$ cat config.mk
export PLATFORM = sky130hd
export DESIGN_NAME = utf8_stream_validator
export DESIGN_NICKNAME = d
export VERILOG_FILES = /design/src/sv/u8v_pkg.sv /design/src/sv/u8v_front.sv /design/src/sv/u8v_queue.sv /design/src/sv/u8v_back.sv /design/src/sv/utf8_stream_validator.sv
export VERILOG_INCLUDE_DIRS = /design/src /design/src/sv
export SDC_FILE = /design/constraint.sdc
export NUM_CORES = 1
export LEC_CHECK = 0
export ABC_CLOCK_PERIOD_IN_PS = 4600
export BUFFER_PORTS_ARGS = -buffer_cell sky130_fd_sc_hd__buf_2
export CAP_MARGIN = 40
export CORE_UTILIZATION = 50
export CTS_CLUSTER_DIAMETER = 150
export DETAILED_ROUTE_END_ITERATION = 10
export HOLD_SLACK_MARGIN = 0.08
export PLACE_DENSITY = 0.75
export SLEW_MARGIN = 30
export SYNTH_ARGS = -nofsm -noshare
export SYNTH_HDL_FRONTEND = slang
export SYNTH_HIERARCHICAL = 1
export SYNTH_SLANG_ARGS = --single-unit
export TNS_END_PERCENT = 30
$ cat constraint.sdc
create_clock -name clk -period 4.6 [get_ports clk]
set_input_delay 0.92 -clock clk [delete_from_list [all_inputs] [get_ports clk]]
set_output_delay 0.92 -clock clk [all_outputs]
set_load 0.05 [all_outputs]
$ cat src/sv/utf8_stream_validator_assert.svh
// Assertion macros used by the validator top level; clk and rst_n come from the using scope.
`ifndef UTF8_STREAM_VALIDATOR_ASSERT_SVH
`define UTF8_STREAM_VALIDATOR_ASSERT_SVH

// Same-cycle implication, disabled during reset
`define U8V_ASSERT_IMP(lbl, pre, post, msg) \
  lbl: assert property (@(posedge clk) disable iff (!rst_n) (pre) |-> (post)) \
    else $error(msg);

// Next-cycle implication, disabled during reset
`define U8V_ASSERT_NXT(lbl, pre, post, msg) \
  lbl: assert property (@(posedge clk) disable iff (!rst_n) (pre) |=> (post)) \
    else $error(msg);

`endif

$ cat src/sv/u8v_pkg.sv
// Shared types and constants of the UTF-8 stream validator.
package u8v_pkg;

  // Byte masks and bounds used by the classifier
  localparam logic [7:0] MASK_C0   = 8'hc0;
  localparam logic [7:0] MASK_E0   = 8'he0;
  localparam logic [7:0] MASK_F0   = 8'hf0;
  localparam logic [7:0] MASK_F8   = 8'hf8;
  localparam logic [7:0] MASK_FE   = 8'hfe;
  localparam logic [7:0] PAT_CONT  = 8'h80;
  localparam logic [7:0] PAT_LEAD2 = 8'hc0;
  localparam logic [7:0] PAT_LEAD3 = 8'he0;
  localparam logic [7:0] PAT_LEAD4 = 8'hf0;
  localparam logic [7:0] BYTE_E0   = 8'he0;
  localparam logic [7:0] BYTE_ED   = 8'hed;
  localparam logic [7:0] BYTE_F0   = 8'hf0;
  localparam logic [7:0] BYTE_F4   = 8'hf4;
  localparam logic [7:0] LIM_8F    = 8'h8f;
  localparam logic [7:0] LIM_90    = 8'h90;
  localparam logic [7:0] LIM_9F    = 8'h9f;
  localparam logic [7:0] LIM_A0    = 8'ha0;

  // First-continuation range rules
  localparam logic [2:0] RULE_NONE  = 3'd0;
  localparam logic [2:0] RULE_A0_BF = 3'd1;
  localparam logic [2:0] RULE_80_9F = 3'd2;
  localparam logic [2:0] RULE_90_BF = 3'd3;
  localparam logic [2:0] RULE_80_8F = 3'd4;

  // Queue geometry
  localparam int Q_DEPTH = 2;
  localparam int Q_PTR_W = $clog2(Q_DEPTH);
  localparam int Q_CNT_W = $clog2(Q_DEPTH + 1);

  // Classified byte as it travels from front to back
  typedef struct packed {
    logic       cont;       // byte is 10xxxxxx
    logic [4:1] allow;      // byte meets each first-continuation rule
    logic [1:0] lead_pend;  // continuations owed if taken as a lead
    logic [2:0] lead_rule;  // rule for the next byte if taken as a lead
    logic       lead_bad;   // byte is no legal lead
    logic       last;       // final byte of the message
  } tok_t;

  // Queue status toward front and back
  typedef struct packed {
    logic empty;
    logic full;
  } q_stat_t;

endpackage

$ cat src/sv/u8v_front.sv
// Front end: accepts input bytes and classifies them into tokens.
module u8v_front (
  input  logic            in_valid,
  output logic            in_stall,
  input  logic [7:0]      in_data_byte,
  input  logic            in_last_byte,
  input  u8v_pkg::q_stat_t q_stat,
  output logic            push,
  output u8v_pkg::tok_t   tok
);
  import u8v_pkg::*;

  logic [7:0] b;

  assign b        = in_data_byte;
  assign in_stall = q_stat.full;
  assign push     = in_valid && !q_stat.full;

  // Classify the byte for both continuation and lead use
  always_comb begin
    tok           = '0;
    tok.last      = in_last_byte;
    tok.cont      = (b & MASK_C0) == PAT_CONT;
    tok.allow[1]  = (b >= LIM_A0) && tok.cont;
    tok.allow[2]  = (b <= LIM_9F) && tok.cont;
    tok.allow[3]  = (b >= LIM_90) && tok.cont;
    tok.allow[4]  = (b <= LIM_8F) && tok.cont;
    if (!b[7]) begin
      tok.lead_pend = 2'd0;
    end else if ((b & MASK_E0) == PAT_LEAD2) begin
      // drop overlong C0 and C1
      tok.lead_bad  = (b & MASK_FE) == PAT_LEAD2;
      tok.lead_pend = tok.lead_bad ? 2'd0 : 2'd1;
    end else if ((b & MASK_F0) == PAT_LEAD3) begin
      tok.lead_pend = 2'd2;
      if (b == BYTE_E0) begin
        tok.lead_rule = RULE_A0_BF;
      end else if (b == BYTE_ED) begin
        tok.lead_rule = RULE_80_9F;
      end
    end else if (((b & MASK_F8) == PAT_LEAD4) && (b <= BYTE_F4)) begin
      tok.lead_pend = 2'd3;
      if (b == BYTE_F0) begin
        tok.lead_rule = RULE_90_BF;
      end else if (b == BYTE_F4) begin
        tok.lead_rule = RULE_80_8F;
      end
    end else begin
      // stray continuation or lead above F4
      tok.lead_bad = 1'b1;
    end
  end

endmodule

$ cat src/sv/u8v_queue.sv
// Two-entry token queue between classifier and decoder.
module u8v_queue (
  input  logic             clk,
  input  logic             rst_n,
  input  logic             push,
  input  u8v_pkg::tok_t    push_tok,
  input  logic             pop,
  output u8v_pkg::tok_t    head_tok,
  output u8v_pkg::q_stat_t q_stat
);
  import u8v_pkg::*;

  tok_t               slot_r [Q_DEPTH];
  logic [Q_PTR_W-1:0] wr_ptr_r, wr_ptr_nxt;
  logic [Q_PTR_W-1:0] rd_ptr_r, rd_ptr_nxt;
  logic [Q_CNT_W-1:0] cnt_r, cnt_nxt;

  assign head_tok     = slot_r[rd_ptr_r];
  assign q_stat.empty = cnt_r == '0;
  assign q_stat.full  = cnt_r == Q_CNT_W'(Q_DEPTH);

  // Advance pointers and count
  always_comb begin
    wr_ptr_nxt = wr_ptr_r;
    rd_ptr_nxt = rd_ptr_r;
    cnt_nxt    = cnt_r;
    if (push) begin
      wr_ptr_nxt = (wr_ptr_r == Q_PTR_W'(Q_DEPTH - 1)) ? '0 : wr_ptr_r + 1'b1;
    end
    if (pop) begin
      rd_ptr_nxt = (rd_ptr_r == Q_PTR_W'(Q_DEPTH - 1)) ? '0 : rd_ptr_r + 1'b1;
    end
    if (push && !pop) begin
      cnt_nxt = cnt_r + 1'b1;
    end else if (pop && !push) begin
      cnt_nxt = cnt_r - 1'b1;
    end
  end

  always_ff @(posedge clk) begin
    if (!rst_n) begin
      wr_ptr_r <= '0;
      rd_ptr_r <= '0;
      cnt_r    <= '0;
    end else begin
      wr_ptr_r <= wr_ptr_nxt;
      rd_ptr_r <= rd_ptr_nxt;
      cnt_r    <= cnt_nxt;
    end
  end

  // Store the incoming request
  always_ff @(posedge clk) begin
    if (push) begin
      slot_r[wr_ptr_r] <= push_tok;
    end
  end

endmodule

$ cat src/sv/u8v_back.sv
// Back end: sequence state, sticky error and the result register.
module u8v_back (
  input  logic             clk,
  input  logic             rst_n,
  input  u8v_pkg::q_stat_t q_stat,
  input  u8v_pkg::tok_t    head_tok,
  output logic             pop,
  output logic             out_valid,
  input  logic             out_stall,
  output logic             out_message_valid
);
  import u8v_pkg::*;

  logic [1:0] pend_r, pend_nxt;
  logic [2:0] rule_r, rule_nxt;
  logic       err_r, err_nxt;
  logic       ov_r, ov_nxt;
  logic       mv_r, mv_nxt;
  logic       rule_ok;
  logic [1:0] pend_upd;
  logic       err_upd;

  assign out_valid         = ov_r;
  assign out_message_valid = mv_r;

  // Take a token unless it carries a result that cannot be placed
  assign pop = !q_stat.empty && (!head_tok.last || !ov_r || !out_stall);

  // Check the first continuation against the pending rule
  always_comb begin
    unique case (rule_r)
      RULE_A0_BF: rule_ok = head_tok.allow[1];
      RULE_80_9F: rule_ok = head_tok.allow[2];
      RULE_90_BF: rule_ok = head_tok.allow[3];
      RULE_80_8F: rule_ok = head_tok.allow[4];
      default:    rule_ok = 1'b1;
    endcase
  end

  // Decode one token
  always_comb begin
    pend_upd = pend_r;
    rule_nxt = rule_r;
    err_upd  = err_r;
    if (pend_r != 2'd0) begin
      rule_nxt = RULE_NONE;
      if (!head_tok.cont || !rule_ok) begin
        err_upd  = 1'b1;
        pend_upd = 2'd0;
      end else begin
        pend_upd = pend_r - 2'd1;
      end
    end else begin
      pend_upd = head_tok.lead_pend;
      rule_nxt = head_tok.lead_rule;
      err_upd  = err_r | head_tok.lead_bad;
    end
    pend_nxt = pend_upd;
    err_nxt  = err_upd;
    ov_nxt   = ov_r && out_stall;
    mv_nxt   = mv_r;
    if (!pop) begin
      pend_nxt = pend_r;
      rule_nxt = rule_r;
      err_nxt  = err_r;
    end else if (head_tok.last) begin
      // give the result and clear the message state
      ov_nxt   = 1'b1;
      mv_nxt   = !err_upd && (pend_upd == 2'd0);
      pend_nxt = 2'd0;
      rule_nxt = RULE_NONE;
      err_nxt  = 1'b0;
    end
  end

  always_ff @(posedge clk) begin
    if (!rst_n) begin
      pend_r <= 2'd0;
      rule_r <= RULE_NONE;
      err_r  <= 1'b0;
      ov_r   <= 1'b0;
    end else begin
      pend_r <= pend_nxt;
      rule_r <= rule_nxt;
      err_r  <= err_nxt;
      ov_r   <= ov_nxt;
    end
  end

  // Hold the result while stalled
  always_ff @(posedge clk) begin
    mv_r <= mv_nxt;
  end

endmodule

$ cat src/sv/utf8_stream_validator.sv
// Top level of the strict UTF-8 stream validator.
// Usage:
//   Input channel in_: one message byte per request on in_data_byte, with
//   in_last_byte high on the message's final byte. A request is taken at a
//   rising edge with in_valid high and in_stall low.
//   Result channel out_: one request per message, out_message_valid high when
//   the whole message was well-formed UTF-8; taken when out_valid is high and
//   out_stall is low.
// Throughput: one byte per cycle while in_stall is low; the per-byte state
//   update in the decoder is the registered loop that sets this rate.
// Result path: the final byte is written into the two-entry token queue, then
//   moves through the decoder into the result register, which drives
//   out_valid.
// Stall: the result register holds while out_stall is high; bytes keep
//   flowing until a final byte meets an occupied result register, after
//   which the queue fills and in_stall rises.
// Reset: synchronous rst_n clears the queue, the sequence state, the sticky
//   error and out_valid; the block accepts bytes the cycle after reset.
module utf8_stream_validator (
  input  logic       clk,
  input  logic       rst_n,
  input  logic       in_valid,
  output logic       in_stall,
  input  logic [7:0] in_data_byte,
  input  logic       in_last_byte,
  output logic       out_valid,
  input  logic       out_stall,
  output logic       out_message_valid
);
  import u8v_pkg::*;

  tok_t    push_tok;
  tok_t    head_tok;
  q_stat_t q_stat;
  logic    push;
  logic    pop;

  // Classify incoming bytes
  u8v_front u_front (
    .in_valid     (in_valid),
    .in_stall     (in_stall),
    .in_data_byte (in_data_byte),
    .in_last_byte (in_last_byte),
    .q_stat       (q_stat),
    .push         (push),
    .tok          (push_tok)
  );

  // Buffer tokens between the two halves
  u8v_queue u_queue (
    .clk      (clk),
    .rst_n    (rst_n),
    .push     (push),
    .push_tok (push_tok),
    .pop      (pop),
    .head_tok (head_tok),
    .q_stat   (q_stat)
  );

  // Decode tokens and produce results
  u8v_back u_back (
    .clk               (clk),
    .rst_n             (rst_n),
    .q_stat            (q_stat),
    .head_tok          (head_tok),
    .pop               (pop),
    .out_valid         (out_valid),
    .out_stall         (out_stall),
    .out_message_valid (out_message_valid)
  );

`include "utf8_stream_validator_assert.svh"

  `U8V_ASSERT_IMP(a_pop_not_empty, pop, !q_stat.empty, "pop from empty queue")
  `U8V_ASSERT_NXT(a_push_fills, push, !q_stat.empty, "queue empty after push")
  `U8V_ASSERT_IMP(a_result_room, pop && head_tok.last, !out_valid || !out_stall, "result overwritten")

endmodule
==> out/results.txt <==
Status -> complete, no violations
RSZ-0062 raised after global routing -> no
Dpl cells -> 192
Final Instance Area -> 1850 µm²
Max Freq -> 0.395 GHz
Main combinational cell family by area after synthesis -> simple AND/OR/NAND/NOR gates
DRT iter0 DRCs -> 35
Slew Viols, Final -> 0
Async S/R FF share, synth -> 0%
Register bit total from synthesis -> 37
Syn_nets -> 151
Worst-path fanout max -> 12
Post-synth top cells -> edfxtp_1 (25), dfxtp_1 (12), mux2_2 (12)
Post-route ant nets -> 0
CTS tree -> built
R2R depth -> 7
DIE AREA -> 3620 µm²
PortBufs -> 15
Post-synthesis xor/xnor area fraction -> 1.55%
Yosys top cell area share -> 44.4%
Setup Fix Bufs, Post-CTS -> 0
Die height -> 60.2 µm
Final WS setup -> 2.07 ns
Fin crit period -> 2.53 ns
Synth Area in Compound Gates -> 10.1%
Fin util -> 59.2%
Arr. time, crit path -> 2.81 ns
Core area -> 3130 µm²
Synthesis-to-layout area growth -> 9.54%
CP endpoint kind -> flop
Cell area after synthesis -> 1690 µm²
Crit-path slowest cell -> dfxtp_1
Final setup fails -> 0
Relative slew slack -> 55.9%
Total power -> 942 µW
Num CTS Buffers -> 5
Worst hold start -> u_back/rule_r[2]
Leading area contributor after synthesis -> edfxtp_1
Global placer's final weighted congestion -> 0.742
Min-Delay Path Class -> flop to flop
Vias in the first global route -> 1100
DP Area -> 1800 µm²
Reg-to-reg slack, setup -> 2.07 ns
Num Clock Sinks -> 37
Die width -> 60.2 µm
Proportion of layout cells with a drive suffix above 1 -> 25.0%
Primary FF master, synth -> edfxtp_1
Io pins -> 16
DP Wirelength -> 1.98 mm
Total Neg Setup Slack -> 0 ns
CP peak stage delay -> 0.68 ns
WHS Path Cells -> 2
Peak supply drop -> 0.000247 V
EDFF count, synth -> 25
N_diodes -> 0
Clock slew at reported path FFs -> 0.11 ns
First-pass GRT wire length -> 4.74 mm
Worst Clk Skew -> 0.0108 ns
Post-synthesis mux area share -> 9.17%
H-tree depth -> 2
Drt pass-1 iters -> 4
Final hold slack -> 0.488 ns
Total global routing overflow -> 0
Hold-fix buffer count after cts -> 0
Largest cells by area after synthesis -> edfxtp_1 (44%), dfxtp_1 (14%), mux2_2 (8.0%)
Syn_area_per_cell -> 12.4 µm²
Simple-Gate Fraction of Synth Area -> 16.4%
Vias post-DR -> 1072
PostCTS Resize Cnt -> 0
Crit path cell chain -> mux2_2 > a31o_2 > inv_1 > inv_1 > ha_1 > or3_1 > a21boi_1
Starting density of the core -> 54.1%
Yosys warnings -> 6
WL/cell -> 13.8 µm
CP startpoint kind -> flop
Leakage power -> 0.679 nW
Critical Path RT -> 4.88 ns
Critical path class -> flop to flop
RR Endpoint -> u_queue/cnt_r[1]
Max cap viols -> 0
Pre-CTS WS -> 2.06 ns
Initial antenna violation count -> 0
Tcrit/Tclk final -> 55.0%
Count of non-filler cells in the finished layout -> 200
Max Buffers Root-to-Sink -> 2
Sequential share of the synthesized area -> 58.6%
CP endpoint -> u_queue/cnt_r[1]
FP Rows -> 20
Worst skew pair latency -> 0.34 ns
Cell with the most instances after synthesis -> edfxtp_1
Post-Synthesis Cells -> 136
Final Hold Viols -> 0
Largest net degree at the start of global routing -> 14
Vias/cell -> 5.36
Power Density -> 509 nW/µm²
DR DRC count -> 0
Layout Nets -> 170
Tot GR Track Use -> 18.6%
Root buffer cell -> clkbuf_4
Tightest Pin Transition -> 0.659 ns
CP dominant cell by count -> inv_1
Synth unique cells -> 40
Post-Synth Adder-Cell Area -> 1.48%
Detailed Route WL -> 2.77 mm
[final cells by class]
class | count | area, µm²
clock buffers | 7 | 45.0
clock inverters | 1 | 3.75
fillers | 261 | 1270
inverters | 7 | 26.3
multi-input cells | 89 | 657
flip-flops and latches | 37 | 991
well taps | 44 | 55.1
repair buffers | 15 | 75.1
[worst max-delay path: cells and delay by family (launching register included)]
family | cells | cell delay, ns
fa+ha+maj | 1 | 0.32
mux | 1 | 0.45
compound gates | 2 | 0.42
simple gates | 1 | 0.37
buf+inv | 2 | 0.22
flops | 1 | 0.68
[registers in the layout (all words and copies together), names as in the netlist, named ones only]
register / count
u_back/err_r: 1
u_back/out_message_valid: 1
u_back/out_valid: 1
u_back/pend_r: 2
u_back/rule_r: 3
u_queue/cnt_r: 2
u_queue/rd_ptr_r: 1
u_queue/slot_r: 24
u_queue/wr_ptr_r: 1
[cells in the final DEF, fill, tap and decap left out, types with 2 or more instances in the layout]
master    Yosys  layout
a21boi_0      4       4
a21oi_1       3       3
a32o_1        2       2
and2_1        7       7
buf_2         1      15
clkbuf_1      0       2
clkbuf_4      0       5
dfxtp_1      12      12
edfxtp_1     25      25
ha_1          2       2
inv_1         7       7
mux2_2       12      12
mux2i_1       2       2
nand2_1       8       8
nand2b_1      3       3
nand3_1       4       4
nor2_1        9       9
nor2b_1       4       3
nor3_1        2       2
o21a_1        3       3
o21ai_0       3       3
xor2_1        2       2
[metal layers]
metal  track usage, %  part of all wire (%)  up-vias
li1                 -                     -      539
met1             21.4                    47      508
met2             30.5                    48       18
met3             4.55                   2.5        7
met4             12.3                   2.5        0
met5                0                     0        -
[how the worst min path moves through the flow]
stage               slack, ns                to
floorplan                0.44  u_back/pend_r[1]
finish                   0.49  u_back/rule_r[2]
CTS                      0.49  u_back/rule_r[2]
global route             0.53  u_back/rule_r[2]
detailed placement       0.47  u_back/rule_r[2]
global placement         0.45  u_back/pend_r[1]
[kinds of logic (layout without fill, tap and decap cells)]
| group | Yosys count | count (layout) |
|---|---|---|
| DFF | 37 | 37 |
| adders and majority gates | 2 | 2 |
| buffers and inverters | 10 | 30 |
| xor gates and xnor gates | 3 | 3 |
| muxes | 14 | 14 |
| AOI/OAI and AO/OA | 22 | 22 |
| and+or+nand+nor | 48 | 48 |
[report_power, final]
group / internal (mW) / switching (mW)
registers: 0.425 / 0.0418
logic: 0.140 / 0.176
clock network: 0.0588 / 0.101
No activity file was read; power rests on OpenSTA's default activity.
